`config.mk`:
```
export PLATFORM = sky130hd
export DESIGN_NAME = plane_point_side_and_distance
export DESIGN_NICKNAME = d
export VERILOG_FILES = /design/src/rtl/ppsd_pkg.sv /design/src/rtl/ppsd_mac.sv /design/src/rtl/ppsd_isqrt.sv /design/src/rtl/ppsd_div.sv /design/src/rtl/plane_point_side_and_distance.sv
export VERILOG_INCLUDE_DIRS = /design/src /design/src/rtl
export SDC_FILE = /design/constraint.sdc
export NUM_CORES = 2
export LEC_CHECK = 0
export BUFFER_PORTS_ARGS = -buffer_cell sky130_fd_sc_hd__buf_2
export CAP_MARGIN = 20
export CORE_ASPECT_RATIO = 0.9
export CORE_UTILIZATION = 50
export DETAILED_ROUTE_END_ITERATION = 16
export PLACE_DENSITY_LB_ADDON = 0.08
export SYNTH_ARGS = -nofsm -noshare
export SYNTH_HDL_FRONTEND = slang
export SYNTH_SLANG_ARGS = --single-unit
```
`constraint.sdc`:
```
create_clock -name clk -period 7.6 [get_ports clk]
set_input_delay 0.76 -clock clk [delete_from_list [all_inputs] [get_ports clk]]
set_output_delay 0.76 -clock clk [all_outputs]
set_load 0.005 [all_outputs]
```
`src/rtl/plane_point_side_and_distance_macros.svh`:
```
// ----------------------------------------------------------------------------
// plane_point_side_and_distance_macros
// assertion macros shared by the plane side and distance block
// ----------------------------------------------------------------------------
`ifndef PLANE_POINT_SIDE_AND_DISTANCE_MACROS_SVH
`define PLANE_POINT_SIDE_AND_DISTANCE_MACROS_SVH

`ifndef NO_ASSERTIONS
`define PPSD_ASSERT_IMPLY(lbl, ante, cons) \
	lbl: assert property (@(posedge clk) disable iff (!arst_n) (ante) |-> (cons)) \
		else $error("ppsd assertion failed");
`define PPSD_ASSERT_NEXT(lbl, ante, cons) \
	lbl: assert property (@(posedge clk) disable iff (!arst_n) (ante) |=> (cons)) \
		else $error("ppsd assertion failed");
`else
`define PPSD_ASSERT_IMPLY(lbl, ante, cons)
`define PPSD_ASSERT_NEXT(lbl, ante, cons)
`endif

`endif

```
`src/rtl/ppsd_pkg.sv`:
```
// ----------------------------------------------------------------------------
// ppsd_pkg
// widths, codes and payload types of the plane side and distance block
// ----------------------------------------------------------------------------
package ppsd_pkg;

	localparam int CW = 24;
	localparam int FRAC = 12;
	localparam int BW = CW + 1;
	localparam int HW = CW + 3;
	localparam int PW = HW + BW;
	localparam int MW = PW - 1;
	localparam int QW = CW - 1;
	localparam int CFG_IDX_W = 3;

	localparam logic [CW-1:0] NORMAL_RESET = {{(CW-1){1'b0}}, 1'b1} << FRAC;
	localparam logic [QW-1:0] DIST_MAX = {QW{1'b1}};

	localparam logic [1:0] SIDE_ON = 2'd0;
	localparam logic [1:0] SIDE_OUT = 2'd1;
	localparam logic [1:0] SIDE_IN = 2'd2;

	typedef enum logic [CFG_IDX_W-1:0] {
		REG_NORMAL_X = 3'd0,
		REG_NORMAL_Y = 3'd1,
		REG_NORMAL_Z = 3'd2,
		REG_ANCHOR_X = 3'd3,
		REG_ANCHOR_Y = 3'd4,
		REG_ANCHOR_Z = 3'd5
	} cfg_reg_t;

	typedef struct packed {
		logic signed [CW-1:0] point_x;
		logic signed [CW-1:0] point_y;
		logic signed [CW-1:0] point_z;
		logic first_of_set;
	} point_item_t;

	typedef struct packed {
		logic [1:0] side;
		logic [QW-1:0] distance;
		logic both_sides;
	} result_item_t;

	typedef struct packed {
		logic busy;
		logic done;
	} unit_status_t;

endpackage

```
`src/rtl/ppsd_mac.sv`:
```
// ----------------------------------------------------------------------------
// ppsd_mac
// bit-serial three-lane multiply-accumulate, one multiplier bit per cycle
// ----------------------------------------------------------------------------
module ppsd_mac (
	input logic clk,
	input logic arst_n,
	input logic start,
	input logic signed [ppsd_pkg::CW-1:0] a_x,
	input logic signed [ppsd_pkg::CW-1:0] a_y,
	input logic signed [ppsd_pkg::CW-1:0] a_z,
	input logic signed [ppsd_pkg::BW-1:0] b_x,
	input logic signed [ppsd_pkg::BW-1:0] b_y,
	input logic signed [ppsd_pkg::BW-1:0] b_z,
	output ppsd_pkg::unit_status_t status,
	output logic signed [ppsd_pkg::PW-1:0] result
);

	localparam int CW = ppsd_pkg::CW;
	localparam int BW = ppsd_pkg::BW;
	localparam int HW = ppsd_pkg::HW;
	localparam int CNT_W = $clog2(BW);

	logic busy_q, done_q;
	logic [CNT_W-1:0] cnt_q;
	logic [BW-1:0] bx_q, by_q, bz_q;
	logic signed [HW-1:0] hi_q;
	logic [BW-1:0] lo_q;

	logic signed [HW-1:0] ext_x, ext_y, ext_z, pp, sum;
	logic last;

	always_comb begin
		ext_x = {{(HW-CW){a_x[CW-1]}}, a_x};
		ext_y = {{(HW-CW){a_y[CW-1]}}, a_y};
		ext_z = {{(HW-CW){a_z[CW-1]}}, a_z};
		pp = (bx_q[0] ? ext_x : '0) + (by_q[0] ? ext_y : '0) + (bz_q[0] ? ext_z : '0);
		last = (cnt_q == CNT_W'(BW - 1));
		// the top multiplier bit carries negative weight
		sum = last ? (hi_q - pp) : (hi_q + pp);
	end

	always_ff @(posedge clk or negedge arst_n) begin
		if (!arst_n) begin
			busy_q <= 1'b0;
			done_q <= 1'b0;
			cnt_q <= '0;
		end else begin
			done_q <= 1'b0;
			if (start) begin
				busy_q <= 1'b1;
				cnt_q <= '0;
			end else if (busy_q) begin
				cnt_q <= cnt_q + CNT_W'(1);
				if (last) begin
					busy_q <= 1'b0;
					done_q <= 1'b1;
				end
			end
		end
	end

	always_ff @(posedge clk) begin
		if (start) begin
			bx_q <= b_x;
			by_q <= b_y;
			bz_q <= b_z;
			hi_q <= '0;
			lo_q <= '0;
		end else if (busy_q) begin
			bx_q <= bx_q >> 1;
			by_q <= by_q >> 1;
			bz_q <= bz_q >> 1;
			hi_q <= {sum[HW-1], sum[HW-1:1]};
			lo_q <= {sum[0], lo_q[BW-1:1]};
		end
	end

	assign status.busy = busy_q;
	assign status.done = done_q;
	assign result = {hi_q, lo_q};

endmodule

```
`src/rtl/ppsd_isqrt.sv`:
```
// ----------------------------------------------------------------------------
// ppsd_isqrt
// digit-by-digit integer square root, two radicand bits per cycle
// ----------------------------------------------------------------------------
module ppsd_isqrt (
	input logic clk,
	input logic arst_n,
	input logic start,
	input logic [2*ppsd_pkg::CW-1:0] radicand,
	output ppsd_pkg::unit_status_t status,
	output logic [ppsd_pkg::CW-1:0] root
);

	localparam int CW = ppsd_pkg::CW;
	localparam int XW = 2 * CW;
	localparam int RW = CW + 2;
	localparam int CNT_W = $clog2(CW);

	logic busy_q, done_q;
	logic [CNT_W-1:0] cnt_q;
	logic [XW-1:0] x_q;
	logic [RW-1:0] rem_q;
	logic [CW-1:0] root_q;

	logic [RW-1:0] rem_sh, trial;
	logic ge, last;

	always_comb begin
		rem_sh = {rem_q[RW-3:0], x_q[XW-1 -: 2]};
		trial = {root_q, 2'b01};
		ge = (rem_sh >= trial);
		last = (cnt_q == CNT_W'(CW - 1));
	end

	always_ff @(posedge clk or negedge arst_n) begin
		if (!arst_n) begin
			busy_q <= 1'b0;
			done_q <= 1'b0;
			cnt_q <= '0;
		end else begin
			done_q <= 1'b0;
			if (start) begin
				busy_q <= 1'b1;
				cnt_q <= '0;
			end else if (busy_q) begin
				cnt_q <= cnt_q + CNT_W'(1);
				if (last) begin
					busy_q <= 1'b0;
					done_q <= 1'b1;
				end
			end
		end
	end

	always_ff @(posedge clk) begin
		if (start) begin
			x_q <= radicand;
			rem_q <= '0;
			root_q <= '0;
		end else if (busy_q) begin
			x_q <= x_q << 2;
			rem_q <= ge ? (rem_sh - trial) : rem_sh;
			root_q <= {root_q[CW-2:0], ge};
		end
	end

	assign status.busy = busy_q;
	assign status.done = done_q;
	assign root = root_q;

endmodule

```
`src/rtl/ppsd_div.sv`:
```
// ----------------------------------------------------------------------------
// ppsd_div
// restoring serial divider with saturation, one quotient bit per cycle
// ----------------------------------------------------------------------------
module ppsd_div (
	input logic clk,
	input logic arst_n,
	input logic start,
	input logic [ppsd_pkg::MW-1:0] dividend,
	input logic [ppsd_pkg::CW-1:0] divisor,
	output ppsd_pkg::unit_status_t status,
	output logic [ppsd_pkg::QW-1:0] quotient
);

	localparam int CW = ppsd_pkg::CW;
	localparam int MW = ppsd_pkg::MW;
	localparam int QW = ppsd_pkg::QW;
	localparam int HIW = MW - QW;
	localparam int CNT_W = $clog2(QW);

	logic busy_q, done_q;
	logic [CNT_W-1:0] cnt_q;
	logic [CW-1:0] rem_q, div_q;
	logic [QW-1:0] lo_q, quot_q;

	logic [HIW-1:0] head;
	logic sat;
	logic [CW:0] trial, diff;
	logic ge, last;

	always_comb begin
		head = dividend[MW-1:QW];
		// quotient would not fit, or zero divisor
		sat = (divisor == '0) || (head >= HIW'(divisor));
		trial = {rem_q, lo_q[QW-1]};
		diff = trial - {1'b0, div_q};
		ge = (trial >= {1'b0, div_q});
		last = (cnt_q == CNT_W'(QW - 1));
	end

	always_ff @(posedge clk or negedge arst_n) begin
		if (!arst_n) begin
			busy_q <= 1'b0;
			done_q <= 1'b0;
			cnt_q <= '0;
		end else begin
			done_q <= 1'b0;
			if (start) begin
				cnt_q <= '0;
				busy_q <= !sat;
				done_q <= sat;
			end else if (busy_q) begin
				cnt_q <= cnt_q + CNT_W'(1);
				if (last) begin
					busy_q <= 1'b0;
					done_q <= 1'b1;
				end
			end
		end
	end

	always_ff @(posedge clk) begin
		if (start) begin
			rem_q <= head[CW-1:0];
			lo_q <= dividend[QW-1:0];
			div_q <= divisor;
			quot_q <= sat ? ppsd_pkg::DIST_MAX : '0;
		end else if (busy_q) begin
			rem_q <= ge ? diff[CW-1:0] : trial[CW-1:0];
			lo_q <= lo_q << 1;
			quot_q <= {quot_q[QW-2:0], ge};
		end
	end

	assign status.busy = busy_q;
	assign status.done = done_q;
	assign quotient = quot_q;

endmodule

```
`src/rtl/plane_point_side_and_distance.sv`:
```
// ----------------------------------------------------------------------------
// plane_point_side_and_distance
// side of a point against a configured plane and its distance to the plane
// ----------------------------------------------------------------------------
// Points come in on point_valid / point_data and are taken while point_stall
// is low; one result leaves on result_valid / result_data per point, held
// until result_stall is low. The plane is loaded through cfg_wr_en,
// cfg_index and cfg_data: indexes 0 to 2 are the normal, 3 to 5 the anchor.
// A point runs a bit-serial dot product n.(p - q), a sign step and a serial
// divide by the normal length; no new point is taken until it is done. When
// the distance clips or the normal is zero the divide is skipped. The normal
// length comes from a separate serial sum-of-squares and square-root unit
// that runs after reset and after every write to a normal register; a point
// arriving before the length is ready waits before its divide. A stalled
// receiver holds the result register; a finished point waits behind it and
// the next request is held off until that point has moved into the result
// register. Reset restores the default plane (normal along z, anchor at the
// origin) and clears the inside and outside flags.
// ----------------------------------------------------------------------------
`include "plane_point_side_and_distance_macros.svh"

module plane_point_side_and_distance (
	input logic clk,
	input logic arst_n,
	input logic point_valid,
	output logic point_stall,
	input ppsd_pkg::point_item_t point_data,
	output logic result_valid,
	input logic result_stall,
	output ppsd_pkg::result_item_t result_data,
	input logic cfg_wr_en,
	input logic [ppsd_pkg::CFG_IDX_W-1:0] cfg_index,
	input logic [ppsd_pkg::CW-1:0] cfg_data
);

	localparam int CW = ppsd_pkg::CW;
	localparam int BW = ppsd_pkg::BW;
	localparam int PW = ppsd_pkg::PW;
	localparam int MW = ppsd_pkg::MW;
	localparam int QW = ppsd_pkg::QW;

	typedef enum logic [5:0] {
		ST_IDLE = 6'b000001,
		ST_MAC  = 6'b000010,
		ST_SIGN = 6'b000100,
		ST_WAIT = 6'b001000,
		ST_DIV  = 6'b010000,
		ST_FIN  = 6'b100000
	} state_t;

	typedef enum logic [2:0] {
		LEN_NORM = 3'b001,
		LEN_ROOT = 3'b010,
		LEN_DONE = 3'b100
	} len_phase_t;

	state_t state_q;
	len_phase_t len_phase_q;
	logic len_kick_q;

	logic signed [CW-1:0] normal_x_q, normal_y_q, normal_z_q;
	logic signed [CW-1:0] anchor_x_q, anchor_y_q, anchor_z_q;

	logic seen_in_q, seen_out_q;
	logic first_q;
	logic [1:0] side_q;
	logic both_q;
	logic [MW-1:0] mag_q;

	logic result_valid_q;
	ppsd_pkg::result_item_t result_q;

	logic accept, normal_wr, out_free, div_start;
	logic signed [BW-1:0] d_x, d_y, d_z;
	logic signed [BW-1:0] nb_x, nb_y, nb_z;
	logic signed [PW-1:0] dot_result, len_result;
	logic [PW-1:0] dot_abs;
	logic dot_zero, dot_neg;
	logic seen_in_next, seen_out_next;
	logic [CW-1:0] len_root;
	logic [QW-1:0] quot;

	ppsd_pkg::unit_status_t dot_st, len_mac_st, root_st, div_st;

	always_comb begin
		accept = point_valid && !point_stall;
		normal_wr = cfg_wr_en && (cfg_index == ppsd_pkg::REG_NORMAL_X
			|| cfg_index == ppsd_pkg::REG_NORMAL_Y || cfg_index == ppsd_pkg::REG_NORMAL_Z);
		out_free = !result_valid_q || !result_stall;
		div_start = (state_q == ST_WAIT) && (len_phase_q == LEN_DONE);

		d_x = {point_data.point_x[CW-1], point_data.point_x} - {anchor_x_q[CW-1], anchor_x_q};
		d_y = {point_data.point_y[CW-1], point_data.point_y} - {anchor_y_q[CW-1], anchor_y_q};
		d_z = {point_data.point_z[CW-1], point_data.point_z} - {anchor_z_q[CW-1], anchor_z_q};
		nb_x = {normal_x_q[CW-1], normal_x_q};
		nb_y = {normal_y_q[CW-1], normal_y_q};
		nb_z = {normal_z_q[CW-1], normal_z_q};

		dot_zero = (dot_result == '0);
		dot_neg = dot_result[PW-1];
		dot_abs = dot_neg ? (~dot_result + PW'(1)) : dot_result;
		seen_in_next = (seen_in_q && !first_q) || dot_neg;
		seen_out_next = (seen_out_q && !first_q) || (!dot_neg && !dot_zero);
	end

	assign point_stall = (state_q != ST_IDLE);

	always_ff @(posedge clk or negedge arst_n) begin
		if (!arst_n) begin
			normal_x_q <= '0;
			normal_y_q <= '0;
			normal_z_q <= ppsd_pkg::NORMAL_RESET;
			anchor_x_q <= '0;
			anchor_y_q <= '0;
			anchor_z_q <= '0;
		end else if (cfg_wr_en) begin
			case (cfg_index)
				ppsd_pkg::REG_NORMAL_X: normal_x_q <= cfg_data;
				ppsd_pkg::REG_NORMAL_Y: normal_y_q <= cfg_data;
				ppsd_pkg::REG_NORMAL_Z: normal_z_q <= cfg_data;
				ppsd_pkg::REG_ANCHOR_X: anchor_x_q <= cfg_data;
				ppsd_pkg::REG_ANCHOR_Y: anchor_y_q <= cfg_data;
				ppsd_pkg::REG_ANCHOR_Z: anchor_z_q <= cfg_data;
				default: ;
			endcase
		end
	end

	// normal length: sum of squares, then square root
	always_ff @(posedge clk or negedge arst_n) begin
		if (!arst_n) begin
			len_kick_q <= 1'b1;
			len_phase_q <= LEN_NORM;
		end else begin
			len_kick_q <= normal_wr;
			if (normal_wr || len_kick_q) begin
				len_phase_q <= LEN_NORM;
			end else if (len_phase_q == LEN_NORM && len_mac_st.done) begin
				len_phase_q <= LEN_ROOT;
			end else if (len_phase_q == LEN_ROOT && root_st.done) begin
				len_phase_q <= LEN_DONE;
			end
		end
	end

	ppsd_mac u_len_mac (
		.clk(clk),
		.arst_n(arst_n),
		.start(len_kick_q),
		.a_x(normal_x_q),
		.a_y(normal_y_q),
		.a_z(normal_z_q),
		.b_x(nb_x),
		.b_y(nb_y),
		.b_z(nb_z),
		.status(len_mac_st),
		.result(len_result)
	);

	ppsd_isqrt u_isqrt (
		.clk(clk),
		.arst_n(arst_n),
		.start(len_phase_q == LEN_NORM && len_mac_st.done && !len_kick_q && !normal_wr),
		.radicand(len_result[2*CW-1:0]),
		.status(root_st),
		.root(len_root)
	);

	ppsd_mac u_dot_mac (
		.clk(clk),
		.arst_n(arst_n),
		.start(accept),
		.a_x(normal_x_q),
		.a_y(normal_y_q),
		.a_z(normal_z_q),
		.b_x(d_x),
		.b_y(d_y),
		.b_z(d_z),
		.status(dot_st),
		.result(dot_result)
	);

	ppsd_div u_div (
		.clk(clk),
		.arst_n(arst_n),
		.start(div_start),
		.dividend(mag_q),
		.divisor(len_root),
		.status(div_st),
		.quotient(quot)
	);

	always_ff @(posedge clk or negedge arst_n) begin
		if (!arst_n) begin
			state_q <= ST_IDLE;
			seen_in_q <= 1'b0;
			seen_out_q <= 1'b0;
			result_valid_q <= 1'b0;
		end else begin
			if (result_valid_q && !result_stall) begin
				result_valid_q <= 1'b0;
			end
			case (state_q)
				ST_IDLE: begin
					if (accept) begin
						state_q <= ST_MAC;
					end
				end
				ST_MAC: begin
					if (dot_st.done) begin
						state_q <= ST_SIGN;
					end
				end
				ST_SIGN: begin
					seen_in_q <= seen_in_next;
					seen_out_q <= seen_out_next;
					state_q <= ST_WAIT;
				end
				ST_WAIT: begin
					if (div_start) begin
						state_q <= ST_DIV;
					end
				end
				ST_DIV: begin
					if (div_st.done) begin
						state_q <= ST_FIN;
					end
				end
				ST_FIN: begin
					if (out_free) begin
						result_valid_q <= 1'b1;
						state_q <= ST_IDLE;
					end
				end
				default: state_q <= ST_IDLE;
			endcase
		end
	end

	always_ff @(posedge clk) begin
		if (accept) begin
			first_q <= point_data.first_of_set;
		end
		if (state_q == ST_SIGN) begin
			mag_q <= dot_abs[MW-1:0];
			both_q <= seen_in_next && seen_out_next;
			if (dot_zero) begin
				side_q <= ppsd_pkg::SIDE_ON;
			end else if (dot_neg) begin
				side_q <= ppsd_pkg::SIDE_IN;
			end else begin
				side_q <= ppsd_pkg::SIDE_OUT;
			end
		end
		if (state_q == ST_FIN && out_free) begin
			result_q.side <= side_q;
			result_q.distance <= quot;
			result_q.both_sides <= both_q;
		end
	end

	assign result_valid = result_valid_q;
	assign result_data = result_q;

	`PPSD_ASSERT_IMPLY(a_on_plane_dist, result_valid && result_data.side == ppsd_pkg::SIDE_ON, result_data.distance == '0 || result_data.distance == ppsd_pkg::DIST_MAX)
	`PPSD_ASSERT_IMPLY(a_accept_units_free, point_valid && !point_stall, !dot_st.busy && !div_st.busy)
	`PPSD_ASSERT_IMPLY(a_dot_done_in_mac, dot_st.done, state_q == ST_MAC)
	`PPSD_ASSERT_IMPLY(a_len_done_quiet, len_phase_q == LEN_DONE, !len_mac_st.busy && !root_st.busy)
	`PPSD_ASSERT_NEXT(a_fin_loads_out, state_q == ST_FIN && out_free, result_valid && state_q == ST_IDLE)

endmodule
```
==> out/metrics.yaml <==
dp_hpwl_mm: 70.4
area_growth_pct: 10.3
grt_util_all_layers: 0.230
cts_inserted_buffers: 78
synth-main-ff-cell: "edfxtp_1"
gp_congestion: 0.926
drive_above_1_share: 0.125
rsz0062_at_grt: "no"
synthTopCellsByArea: "edfxtp_1 26%, dfrtp_1 11%, ha_1 7.5%"
outcome: "finished, final reports clean"
synth_area_leader_cell: "edfxtp_1"
drtIter0Drc: 2162
die_w_um: 310
yosysSeqAreaShare: 0.443
first_pass_iters: 5
clock_latency_ns: 0.63
initial_core_util: 0.505
grt_max_degree: 96
fin_crit_ns: 6.86
routed_via_density: 5.48
grt_antenna_before_repair: 6
cts.sink_count: 708
reg2regPathDepth: 26
slew_violations: 0
hold_viol: 0
p_leak_uw: 0.0210
num-nets-final: 4772
grt_pass1_vias: 29300
num_vias: 30400
clockBufferDepth: 3
h-tree-depth: 3
io_pins: 133
end_kind: "flop"
max_slew_margin: 0.270
drv_cap: 0
clock_skew_ns: 0.0246
wl_per_cell_um: 17.8
wirelength_mm: 99.0
synthesis.area_mm2: 0.0426
die_area_mm2: 0.0863
post-cts-setup-buffers: 0
cts_tree: "yes"
ctsHoldBuffers: 0
fp-row-count: 101
p_per_area_mw_per_mm2: 466
synth_top_cell_area_share: 0.263
cp-start-kind: "flop"
synth.distinct_cells: 94
final_antenna_net_count: 0
grt_pass1_wl_mm: 159
critPathKind: "flop to flop"
clk_pin_slew_ns: 0.06
hold_class: "input port to asynchronous set/reset pin"
portBuffers: 132
synthArstFlopShare: 0.261
core-area_mm2: 0.0843
postSynthCellCount: 4271
syn_area_per_cell_um2: 9.97
max_freq_mhz: 146
syn-num-nets: 4688
stdcell_count: 5554
root_buffer: "clkbuf_16"
ys_seq_elements: 708
timing.setup.tns_ns: 0
numPlacedInstances: 5408
tightest_slew_ns: 1.10
finalCritPeriodShare: 0.903
crit_arrival_ns: 7.37
cts-resized-gates: 0
synth_edf_count: 373
required_ns: 8.11
fill_cells: 7541
die-height_um: 279
setup_viol: 0
worstPathMaxFanout: 7
drc: 0
ir_worst_vdd_uv: 277
yosysWarnings: 0
grt_overflow_total: 0
## power by group
group / total (µW) / internal, µW / switching (µW)
logic: 11900 / 5340 / 6520
clock network: 3880 / 2310 / 1570
registers: 6150 / 5340 / 806
total: 21900 / 13000 / 8890
## stage by stage
step	util	hold slack, ns	instance area, µm²	total power [µW]	worst slack [ns]
final	0.557	0.206	47000	21900	0.741
after global routing	0.557	0.294	47000	23900	0.0888
after global placement	0.526	0.405	44300	17900	0.891
after detailed placement	0.526	0.406	44300	18000	0.756
after floorplan	-	0.400	42600	15600	1.39
after CTS	0.557	0.246	46900	22000	0.743
## critical path: stages (launching register included)
cell and delay (ns):
edfxtp_1 0.48, nand2_1 0.13, fa_1 0.55, inv_1 0.04, ha_1 0.24, fa_1 0.44, a211o_1 0.34, a2111oi_2 0.58
nor3_1 0.09, a311oi_1 0.41, o2111ai_1 0.22, nand2b_1 0.21, nor2_1 0.19, nand4_1 0.18, o21ai_0 0.25, xor2_1 0.19
ha_1 0.31, a21o_1 0.20, a21oi_1 0.16, nor3b_1 0.20, o311ai_0 0.25, nand2_1 0.12, o21ai_0 0.12, o41ai_1 0.35
xor2_1 0.23, a21oi_1 0.09, a31o_2 0.21
## final cells by class
class / instances / area, µm² / share of cell area
inverters: 303 / 1140 / 0.0242
clock inverters: 40 / 467 / 0.00994
repair buffers: 164 / 910 / 0.0194
well taps: 1133 / 1420 / 0.0302
flip-flops and latches: 708 / 18800 / 0.401
clock buffers: 103 / 2160 / 0.0459
multi-input cells: 3100 / 22000 / 0.469
diodes: 3 / 7.51 / 0.000160
## cell usage after synthesis, types with 7 or more instances
master,count
nand2_1,584
edfxtp_1,373
nor2_1,332
inv_1,302
ha_1,256
o21ai_0,226
a21oi_1,199
mux2_2,197
dfrtp_1,181
xnor2_1,180
dfxtp_1,150
mux2i_1,150
clkbuf_1,127
a21o_1,116
xor2_1,91
nor3_1,62
fa_1,56
nand3_1,50
o31ai_1,41
nand2b_1,40
a211oi_1,39
nor2b_1,38
nand4_1,35
or3_1,33
a31oi_1,26
o21a_1,24
and3_1,22
and2_1,20
buf_1,18
nand3b_1,18
nor3b_1,18
o21bai_1,18
o41ai_1,17
or2_2,17
a21boi_0,15
nor4_1,14
a211o_1,13
nand4b_1,12
or4_1,10
buf_2,9
o211ai_1,9
o2111ai_1,8
a2111oi_0,7
o22ai_1,7
## state kept, by name (all words and copies together) (netlist names), 26 cells and up
name,flops
mag_q,51
result_data,26
u_dot_mac.hi_q,26
u_len_mac.hi_q,26
u_isqrt.x_q,48
## cell usage in the layout, fill, tap and decap left out, types with 38 or more instances in the layout
cell       synthesis  routed
mux2i_1          150     150
ha_1             256     256
o31ai_1           41      41
xor2_1            91      91
clkbuf_16          0      79
nor2_1           332     332
buf_2              9     131
dfrtp_1          181     178
a21oi_1          199     197
nand2_1          584     583
nor2b_1           38      38
nand3_1           50      49
dfxtp_1          150     149
o21ai_0          226     226
inv_1            302     300
fa_1              56      56
mux2_2           197     197
xnor2_1          180     180
a211oi_1          39      39
edfxtp_1         373     373
nor3_1            62      60
a21o_1           116     116
## final timing paths
kind                                    from                  to  slack [ns]
max                        u_len_mac.bz_q[0]  u_len_mac.hi_q[25]        0.74
min                                   arst_n  u_len_mac.cnt_q[1]        0.21
max reg2reg                u_len_mac.bz_q[0]  u_len_mac.hi_q[25]        0.74
min reg2reg                           both_q      result_data[0]        0.42
max in group asynchronous             arst_n    u_dot_mac.busy_q        6.02
min in group clk               point_data[0]             first_q        0.32
## metal layers
| metal | vias up | routed length [µm] | global-route usage |
|---|---|---|---|
| li1 | 15300 | - | - |
| met1 | 14400 | 48400 | 0.331 |
| met2 | 560 | 43900 | 0.358 |
| met3 | 133 | 4060 | 0.0335 |
| met4 | 4 | 2620 | 0.0680 |
| met5 | - | 18 | 0 |
## logic make-up (layout without fill, tap and decap cells)
group / Yosys count / count (layout) / synth area share
fa+ha+maj: 312 / 312 / 0.102
simple gates: 1332 / 1332 / 0.143
mux: 347 / 347 / 0.0874
buf+inv: 463 / 610 / 0.0423
xor+xnor: 271 / 271 / 0.0558
flops: 708 / 708 / 0.443
other cells: 0 / 3 / 0
compound gates: 838 / 838 / 0.127
No activity file was read; power rests on OpenSTA's default activity.
